<file path="src/hdl/cxpc_pkg.sv">
// Package for the chained XOR pixel cipher: widths, register indexes,
// configuration struct and the xorshift32 keystream step. No dependencies.
package cxpc_pkg;

    localparam int BYTE_W   = 8;
    localparam int PIX_W    = 24;
    localparam int KEY_W    = 32;
    localparam int CFG_IDX_W = 2;
    localparam int CFG_DATA_W = 32;

    localparam logic [CFG_IDX_W-1:0] REG_MODE        = 2'd0;
    localparam logic [CFG_IDX_W-1:0] REG_START_VALUE = 2'd1;
    localparam logic [CFG_IDX_W-1:0] REG_KEY_START   = 2'd2;

    localparam logic MODE_ENCRYPT = 1'b0;
    localparam logic MODE_DECRYPT = 1'b1;

    localparam logic [PIX_W-1:0] START_VALUE_RST = 24'd14575793;
    localparam logic [KEY_W-1:0] KEY_START_RST   = 32'd123456789;

    localparam int SHIFT_A = 13;
    localparam int SHIFT_B = 17;
    localparam int SHIFT_C = 5;

    typedef struct packed {
        logic             mode;
        logic [PIX_W-1:0] start_value;
        logic [KEY_W-1:0] key_start;
    } cfg_t;

    function automatic logic [KEY_W-1:0] next_key(input logic [KEY_W-1:0] s);
        logic [KEY_W-1:0] t;
        t = s ^ (s << SHIFT_A);
        t = t ^ (t >> SHIFT_B);
        t = t ^ (t << SHIFT_C);
        return t;
    endfunction

endpackage

</file>
<file path="src/hdl/cxpc_if.sv">
// Channel interfaces for the pixel cipher: pixel input, result output, config write.
// Depends on cxpc_pkg.
interface cxpc_pix_if;
    logic                           valid;
    logic                           ready;
    logic [cxpc_pkg::BYTE_W-1:0]    byte0;
    logic [cxpc_pkg::BYTE_W-1:0]    byte1;
    logic [cxpc_pkg::BYTE_W-1:0]    byte2;
    logic                           first_pixel;

    modport source (output valid, byte0, byte1, byte2, first_pixel, input ready);
    modport sink   (input valid, byte0, byte1, byte2, first_pixel, output ready);
endinterface

interface cxpc_res_if;
    logic                           valid;
    logic                           ready;
    logic [cxpc_pkg::BYTE_W-1:0]    out0;
    logic [cxpc_pkg::BYTE_W-1:0]    out1;
    logic [cxpc_pkg::BYTE_W-1:0]    out2;

    modport source (output valid, out0, out1, out2, input ready);
    modport sink   (input valid, out0, out1, out2, output ready);
endinterface

interface cxpc_cfg_if;
    logic                              valid;
    logic                              ready;
    logic [cxpc_pkg::CFG_IDX_W-1:0]    index;
    logic [cxpc_pkg::CFG_DATA_W-1:0]   data;

    modport source (output valid, index, data, input ready);
    modport sink   (input valid, index, data, output ready);
endinterface

</file>
<file path="src/hdl/cxpc_cfg_regs.sv">
// Configuration registers (mode, start value, key start) behind the write channel.
// Depends on cxpc_pkg and cxpc_if.
module cxpc_cfg_regs (
    input  logic              clk,
    input  logic              rst_n,
    cxpc_cfg_if.sink          cfg,
    output cxpc_pkg::cfg_t    regs
);

    cxpc_pkg::cfg_t regs_reg;

    assign cfg.ready = 1'b1;

    always_ff @(posedge clk or negedge rst_n)
    begin
        if (!rst_n)
        begin
            regs_reg.mode        <= cxpc_pkg::MODE_ENCRYPT;
            regs_reg.start_value <= cxpc_pkg::START_VALUE_RST;
            regs_reg.key_start   <= cxpc_pkg::KEY_START_RST;
        end
        else if (cfg.valid)
        begin
            case (cfg.index)
                cxpc_pkg::REG_MODE:
                    regs_reg.mode <= cfg.data[0];
                cxpc_pkg::REG_START_VALUE:
                    regs_reg.start_value <= cfg.data[cxpc_pkg::PIX_W-1:0];
                cxpc_pkg::REG_KEY_START:
                    regs_reg.key_start <= cfg.data[cxpc_pkg::KEY_W-1:0];
                default:
                    ;
            endcase
        end
    end

    assign regs = regs_reg;

endmodule

</file>
<file path="src/hdl/cxpc_keygen.sv">
// Keystream word generator: reload on first pixel, else one xorshift32 step.
// Depends on cxpc_pkg.
module cxpc_keygen (
    input  logic                         clk,
    input  logic                         rst_n,
    input  logic                         advance,
    input  logic                         first,
    input  logic [cxpc_pkg::KEY_W-1:0]   key_start,
    output logic [cxpc_pkg::KEY_W-1:0]   key
);

    logic [cxpc_pkg::KEY_W-1:0] key_word_reg;
    logic [cxpc_pkg::KEY_W-1:0] key_word_next;

    assign key_word_next = first ? key_start : cxpc_pkg::next_key(key_word_reg);
    assign key = key_word_next;

    always_ff @(posedge clk or negedge rst_n)
    begin
        if (!rst_n)
            key_word_reg <= '0;
        else if (advance)
            key_word_reg <= key_word_next;
    end

endmodule

</file>
<file path="src/hdl/cxpc_chain.sv">
// Chained XOR of one pixel with the previous pixel and the keystream; holds the chain.
// Depends on cxpc_pkg.
module cxpc_chain (
    input  logic                         clk,
    input  logic                         rst_n,
    input  logic                         advance,
    input  logic                         first,
    input  logic                         mode,
    input  logic [cxpc_pkg::PIX_W-1:0]   start_value,
    input  logic [cxpc_pkg::PIX_W-1:0]   pix,
    input  logic [cxpc_pkg::KEY_W-1:0]   key,
    output logic [cxpc_pkg::PIX_W-1:0]   res
);

    logic [cxpc_pkg::PIX_W-1:0] chain_pixel_reg;
    logic [cxpc_pkg::PIX_W-1:0] chain_pixel_next;
    logic [cxpc_pkg::PIX_W-1:0] prev;

    assign prev = first ? start_value : chain_pixel_reg;
    assign res  = prev ^ pix ^ key[cxpc_pkg::PIX_W-1:0];
    assign chain_pixel_next = (mode == cxpc_pkg::MODE_DECRYPT) ? pix : res;

    always_ff @(posedge clk or negedge rst_n)
    begin
        if (!rst_n)
            chain_pixel_reg <= '0;
        else if (advance)
            chain_pixel_reg <= chain_pixel_next;
    end

endmodule

</file>
<file path="src/hdl/chained_xor_pixel_cipher_core.sv">
// Top level of the chained XOR pixel cipher: input register, cipher logic, result register.
// Depends on cxpc_pkg, cxpc_if, cxpc_cfg_regs, cxpc_keygen, cxpc_chain.
//
//   channel  | dir | payload                            | handshake
//   ---------+-----+------------------------------------+-------------
//   pixel    | in  | byte0, byte1, byte2, first_pixel   | valid/ready
//   result   | out | out0, out1, out2                   | valid/ready
//   cfg      | in  | index, data                        | valid/ready
//
// One pixel per cycle while result is ready; via input register, then result register.
// The chain and keystream registers update as a pixel moves into the result register.
// Stalls on result hold both stages; pixel.ready drops only when both are full.
// Reset clears valids, chain and keystream and loads the default configuration.
// cfg.ready is always high.
module chained_xor_pixel_cipher_core (
    input  logic        clk,
    input  logic        rst_n,
    cxpc_pix_if.sink    pixel,
    cxpc_res_if.source  result,
    cxpc_cfg_if.sink    cfg
);

    cxpc_pkg::cfg_t regs;

    logic                         s1_valid_reg;
    logic [cxpc_pkg::PIX_W-1:0]   s1_pix_reg;
    logic                         s1_first_reg;

    logic                         res_valid_reg;
    logic [cxpc_pkg::PIX_W-1:0]   res_data_reg;

    logic                         adv;
    logic                         fire;
    logic                         take;
    logic [cxpc_pkg::KEY_W-1:0]   key;
    logic [cxpc_pkg::PIX_W-1:0]   res;

    assign adv  = !res_valid_reg || result.ready;
    assign fire = s1_valid_reg && adv;
    assign pixel.ready = !s1_valid_reg || adv;
    assign take = pixel.valid && pixel.ready;

    cxpc_cfg_regs u_cfg (
        .clk   (clk),
        .rst_n (rst_n),
        .cfg   (cfg),
        .regs  (regs)
    );

    cxpc_keygen u_key (
        .clk       (clk),
        .rst_n     (rst_n),
        .advance   (fire),
        .first     (s1_first_reg),
        .key_start (regs.key_start),
        .key       (key)
    );

    cxpc_chain u_chain (
        .clk         (clk),
        .rst_n       (rst_n),
        .advance     (fire),
        .first       (s1_first_reg),
        .mode        (regs.mode),
        .start_value (regs.start_value),
        .pix         (s1_pix_reg),
        .key         (key),
        .res         (res)
    );

    always_ff @(posedge clk or negedge rst_n)
    begin
        if (!rst_n)
        begin
            s1_valid_reg  <= 1'b0;
            res_valid_reg <= 1'b0;
        end
        else
        begin
            if (pixel.ready)
                s1_valid_reg <= pixel.valid;
            if (adv)
                res_valid_reg <= s1_valid_reg;
        end
    end

    always_ff @(posedge clk)
    begin
        if (take)
        begin
            s1_pix_reg   <= {pixel.byte2, pixel.byte1, pixel.byte0};
            s1_first_reg <= pixel.first_pixel;
        end
        if (fire)
            res_data_reg <= res;
    end

    assign result.valid = res_valid_reg;
    assign result.out0  = res_data_reg[7:0];
    assign result.out1  = res_data_reg[15:8];
    assign result.out2  = res_data_reg[23:16];

endmodule
</file>
<file path="src/flat_wrapper.sv">
// flat-port wrapper written by rule: the top's interface ports become plain ports
module chained_xor_pixel_cipher_core_flat 
  (clk, rst_n, pixel_valid, pixel_byte0, pixel_byte1, pixel_byte2, pixel_first_pixel, pixel_ready, result_valid, result_out0, result_out1, result_out2, result_ready, cfg_valid, cfg_index, cfg_data, cfg_ready);
  cxpc_pix_if pixel_i ();
  cxpc_res_if result_i ();
  cxpc_cfg_if cfg_i ();
  input  logic clk;
  input  logic rst_n;
  input wire logic [$bits(pixel_i.valid)-1:0] pixel_valid;
  input wire logic [$bits(pixel_i.byte0)-1:0] pixel_byte0;
  input wire logic [$bits(pixel_i.byte1)-1:0] pixel_byte1;
  input wire logic [$bits(pixel_i.byte2)-1:0] pixel_byte2;
  input wire logic [$bits(pixel_i.first_pixel)-1:0] pixel_first_pixel;
  output wire logic [$bits(pixel_i.ready)-1:0] pixel_ready;
  output wire logic [$bits(result_i.valid)-1:0] result_valid;
  output wire logic [$bits(result_i.out0)-1:0] result_out0;
  output wire logic [$bits(result_i.out1)-1:0] result_out1;
  output wire logic [$bits(result_i.out2)-1:0] result_out2;
  input wire logic [$bits(result_i.ready)-1:0] result_ready;
  input wire logic [$bits(cfg_i.valid)-1:0] cfg_valid;
  input wire logic [$bits(cfg_i.index)-1:0] cfg_index;
  input wire logic [$bits(cfg_i.data)-1:0] cfg_data;
  output wire logic [$bits(cfg_i.ready)-1:0] cfg_ready;
  assign pixel_i.valid = pixel_valid;
  assign pixel_i.byte0 = pixel_byte0;
  assign pixel_i.byte1 = pixel_byte1;
  assign pixel_i.byte2 = pixel_byte2;
  assign pixel_i.first_pixel = pixel_first_pixel;
  assign pixel_ready = pixel_i.ready;
  assign result_valid = result_i.valid;
  assign result_out0 = result_i.out0;
  assign result_out1 = result_i.out1;
  assign result_out2 = result_i.out2;
  assign result_i.ready = result_ready;
  assign cfg_i.valid = cfg_valid;
  assign cfg_i.index = cfg_index;
  assign cfg_i.data = cfg_data;
  assign cfg_ready = cfg_i.ready;
  chained_xor_pixel_cipher_core u_core (.clk(clk), .rst_n(rst_n), .pixel(pixel_i), .result(result_i), .cfg(cfg_i));
endmodule
</file>
<file path="config.mk">
export PLATFORM = sky130hd
export DESIGN_NAME = chained_xor_pixel_cipher_core_flat
export DESIGN_NICKNAME = d
export VERILOG_FILES = /design/src/hdl/cxpc_pkg.sv /design/src/hdl/cxpc_if.sv /design/src/hdl/cxpc_cfg_regs.sv /design/src/hdl/cxpc_keygen.sv /design/src/hdl/cxpc_chain.sv /design/src/hdl/chained_xor_pixel_cipher_core.sv /design/src/flat_wrapper.sv
export SDC_FILE = /design/constraint.sdc
export NUM_CORES = 1
export LEC_CHECK = 0
export BUFFER_PORTS_ARGS = -buffer_cell sky130_fd_sc_hd__buf_2
export CORE_UTILIZATION = 35
export CTS_CLUSTER_DIAMETER = 120
export DETAILED_ROUTE_END_ITERATION = 6
export GPL_TIMING_DRIVEN = 0
export PLACE_DENSITY = 0.62
export SLEW_MARGIN = 20
export SYNTH_ARGS = -nofsm -noshare
export SYNTH_HDL_FRONTEND = slang
export SYNTH_SLANG_ARGS = --single-unit
export TNS_END_PERCENT = 1
</file>
<file path="constraint.sdc">
create_clock -name clk -period 5 [get_ports clk]
set_clock_uncertainty 0.15 [all_clocks]
set_input_delay 0.25 -clock clk [delete_from_list [all_inputs] [get_ports clk]]
set_output_delay 0.25 -clock clk [all_outputs]
set_load 0.1 [all_outputs]
</file>
==> results.txt <==
The leading area contributor after synthesis is dfrtp_1. The clock slew at the register clock pins of the worst setup and hold paths works out to 60 ps. The cell repeated most along the worst path was buf_1. For this design the ratio of total power to cell area is 732.8 mW/mm^2. The layout cell share with drive strength beyond 1 works out to 0.2783.

Fraction of the core area covered by cells at the end of the flow: 0.4411. The first global-routing pass estimated 34640 um of wire. Clock latency on the worst-skew pair, taken at its later pin, is 430 ps.

Data on the critical path arrives at its endpoint at 2910 ps. After floorplanning, the core was sized to cover 0.02425 sq mm. The tools report the clock root buffer master as clkbuf_16. After filler insertion, the fill cell instance count of the layout stands at 2321. The slowest library cell on the worst path was buf_1.

The flow ran to the end, and the final reports show no timing, DRC or antenna violations. After synthesis, the mean cell area works out to 11.98 sq um. The final hold violation count was 0.

The effective utilization at floorplan was 0.3552; the total wirelength of the detailed-routed design was 22110 um. The synthesized netlist cell count came out at 719. The logs give 0 for the initial antenna violation count and 0.008613 sq mm for the post-synthesis instance area.

At the pin with the least slew margin, the transition time is 851.7 ps. The fraction of synthesis flops using an asynchronous set or reset pin works out to 0.7012. The buffer count from post-CTS setup fixing came out at 0.

Traced cell by cell, the critical path runs through clkbuf_1, buf_2, buf_1, buf_1, a21oi_1, xnor2_1. Pin placement for this block handled 91 I/O pins. In the routed layout, each cell is associated on average with a via count of 4.918. The worst hold path begins at cfg_index[0]. The DRC violation total after the first TritonRoute iteration is 292, and the largest incremental delay on the critical path is 590 ps. Entering global routing, the biggest net connects 61 pins. The clock tree synthesis step divided the H-tree into 4 levels. The logs give 0.1815 for the total routing resource utilization after global routing and 0 for the post-detailed-route count of antenna-violating nets. The area share of the largest cell type after synthesis was 0.2499. The run gives 5914 as the via count of the first global-routing pass. Final critical path time including I/O delays and setup: 2885 ps.

The hold-fix buffer count after cts is 60. Critical path data required time: 5020 ps. The critical path launch point type was a flip-flop. The post-route clock period utilization was 0.5770.

The run gives 164 as the total number of clock tree sinks. The relative area change from synthesis to final layout works out to 24.19%. The sequential fraction of the synthesis area came out at 0.5092.

The sequential cells in the finished layout cover a total of 0.004385 sq mm. Clock tree synthesis inserted a total of 17 buffers. Endpoint kind of the worst setup timing path: a flip-flop.

Counting flops with a built-in enable in the synthesized netlist gives 49. Global routing finished with a remaining overflow of 0. For this run, design rule violations remaining after detail routing come to 0. Largest fanout on the critical path: 10. In this run the critical register-to-register path is launched from u_core.s1_first_reg. The maximum count of clock buffers along a single path was 2. Before antenna repair, the detailed router went through 4 iterations. In the final layout, the multi-input gates occupy 0.004003 sq mm. The run gives 0.3466 GHz as the maximum clock frequency.

The worst setup path is of the flip-flop to flip-flop kind. The routed layout has 6030 vias. For this run, the post-layout net count is 953. Setup total negative slack on the finished layout was measured at 0 ps. The die extent in x came out at 158.9 um.

The number of gates resized after CTS was 0. The floorplan has 57 rows. For this design the static power due to leakage is 4.527 nW. The run gives 0.9005 as the final weighted congestion of routability-driven global placement. Number of synthesized register bits: 164.

Setup repair after global routing left no endpoint under its margin. The tightest min-delay check is of the input pin to flip-flop type. In the post-synthesis netlist, the biggest area contributors are dfrtp_1 25%, edfxtp_1 17%, dfstp_2 8.8%. The main flop type after synthesis is dfrtp_1. Synthesis warning total: 0. Routed length per instance: 18.03 um. The run gives 0 as the max-slew violation total from the final report. From bottom edge to top edge, the die measures 158.9 um. The register with the most flip-flops in the layout has 57 of them.

Port buffering added 89 buffers. The run gives 0.4322 as the max-slew headroom at the worst pin. Counting distinct cell types in the post-synthesis netlist gives 49.

The tools report the total of max-cap violations as 0. The run gives 15720 um as the HPWL after detailed placement. The tools report the total die area as 0.02524 sq mm.

When the netlist entered floorplanning its net count stood at 783. TritonCTS built the clock tree. The number of failing setup endpoints in the final timing report is 0. Tracing the worst setup path back leads to its startpoint at u_core.s1_first_reg. The number of antenna diodes in the final layout is 0.

For the maximum resistive drop on vdd, the log shows 0.0003309 V.
[synthesized netlist by cell type, types with 8 or more instances]
| library cell | instances |
|---|---|
| dfrtp_1 | 86 |
| nand2_1 | 65 |
| xnor2_1 | 63 |
| mux2_2 | 61 |
| edfxtp_1 | 49 |
| mux2i_1 | 40 |
| o21ai_1 | 32 |
| xor2_1 | 31 |
| dfstp_2 | 29 |
| nor2_1 | 26 |
| a21oi_1 | 25 |
| clkbuf_1 | 23 |
| buf_2 | 19 |
| o21ai_0 | 14 |
| or3_1 | 14 |
| a22oi_1 | 13 |
| nand3_1 | 13 |
| xnor3_1 | 13 |
| nor2b_1 | 9 |
| and3_1 | 8 |
[path summary, 6_finish.rpt]
check	endpoint	depth (start not counted)	slack, ps
setup / recovery	u_core.res_data_reg[8]	6	2120
hold / removal	u_core.u_cfg.regs[56]	4	20
setup reg to reg	u_core.res_data_reg[8]	6	2120
hold reg to reg	u_core.u_chain.chain_pixel_reg[4]	2	340
max in group asynchronous	u_core.u_cfg.regs[8]	3	3720
min in group asynchronous	u_core.u_cfg.regs[53]	2	220
[cells by family (layout without fill, tap and decap cells)]
kind of cell	count (synthesis)	after routing	share of synthesized area
flops	164	164	0.5092
mux	111	111	0.1424
compound gates	118	118	0.08760
xor+xnor	115	115	0.1485
simple gates	157	157	0.08571
other cells	1	1	0.0004354
buf+inv	53	236	0.02629
[worst max-delay path: cells and delay by family, from the launching register on]
family / cells / cell delay (ps)
compound gates: 1 / 170
xor+xnor: 1 / 180
buf+inv: 4 / 1780
flops: 1 / 340
[metal layers]
layer  up-vias  track usage  part of all wire
met2       130       0.2911              0.47
met4         0      0.04633             0.013
met5         -            0                 0
met3        17      0.03422             0.038
met1      2988       0.2519              0.47
li1       2895            -                 -
[power breakdown]
part	internal, W	switching (W)	total (W)
Combinational	0.00186	0.00244	0.00430
Sequential	0.00193	0.000306	0.00223
Clock	0.000747	0.000558	0.00131
Total	0.00453	0.00331	0.00784
[final cells by class]
type / instances / area share
plain buffers: 50 / 0.02024
inverters: 3 / 0.001053
well taps: 324 / 0.03790
clock buffers: 19 / 0.04141
clock inverters: 13 / 0.01240
flip-flops and latches: 164 / 0.4100
multi-input cells: 502 / 0.3742
repair buffers: 151 / 0.1028
[cells in the final DEF, fill, tap and decap left out, drive strengths merged, types with 2 or more instances in the layout]
cell / instances
or3: 14
nor3: 4
o211ai: 9
clkinvlp: 3
buf: 118
inv: 5
a31o: 5
nand2: 65
edfxtp: 49
o21ai: 46
a211oi: 5
and3: 8
o31ai: 4
a22oi: 13
or2: 5
nor2: 26
xor3: 4
mux2: 71
bufinv: 2
a31oi: 2
dfrtp: 86
mux2i: 40
xnor2: 66
nand3: 13
xor2: 32
dfstp: 29
xnor3: 13
a21oi: 25
a221o: 5
o211a: 4
nor2b: 9
clkinv: 6
dlygate4sd3: 60
nand3b: 2
clkbuf: 42
nand2b: 6
[metrics by stage]
step / worst slack [ps] / total power (W) / instances / hold slack, ps / area, sq um
floorplan: 1955 / 0.005682 / 719 / -195.6 / 8613
global placement: 1505 / 0.006450 / 1132 / 276.5 / 9464
detailed placement: 2167 / 0.006501 / 1134 / 120.5 / 9520
CTS: 2153 / 0.007874 / 1226 / 18.63 / 10700
global route: 2024 / 0.008261 / 1226 / 38.90 / 10700
finish: 2115 / 0.007839 / 1226 / 21.61 / 10700
Power figures use the tool's default switching activity.
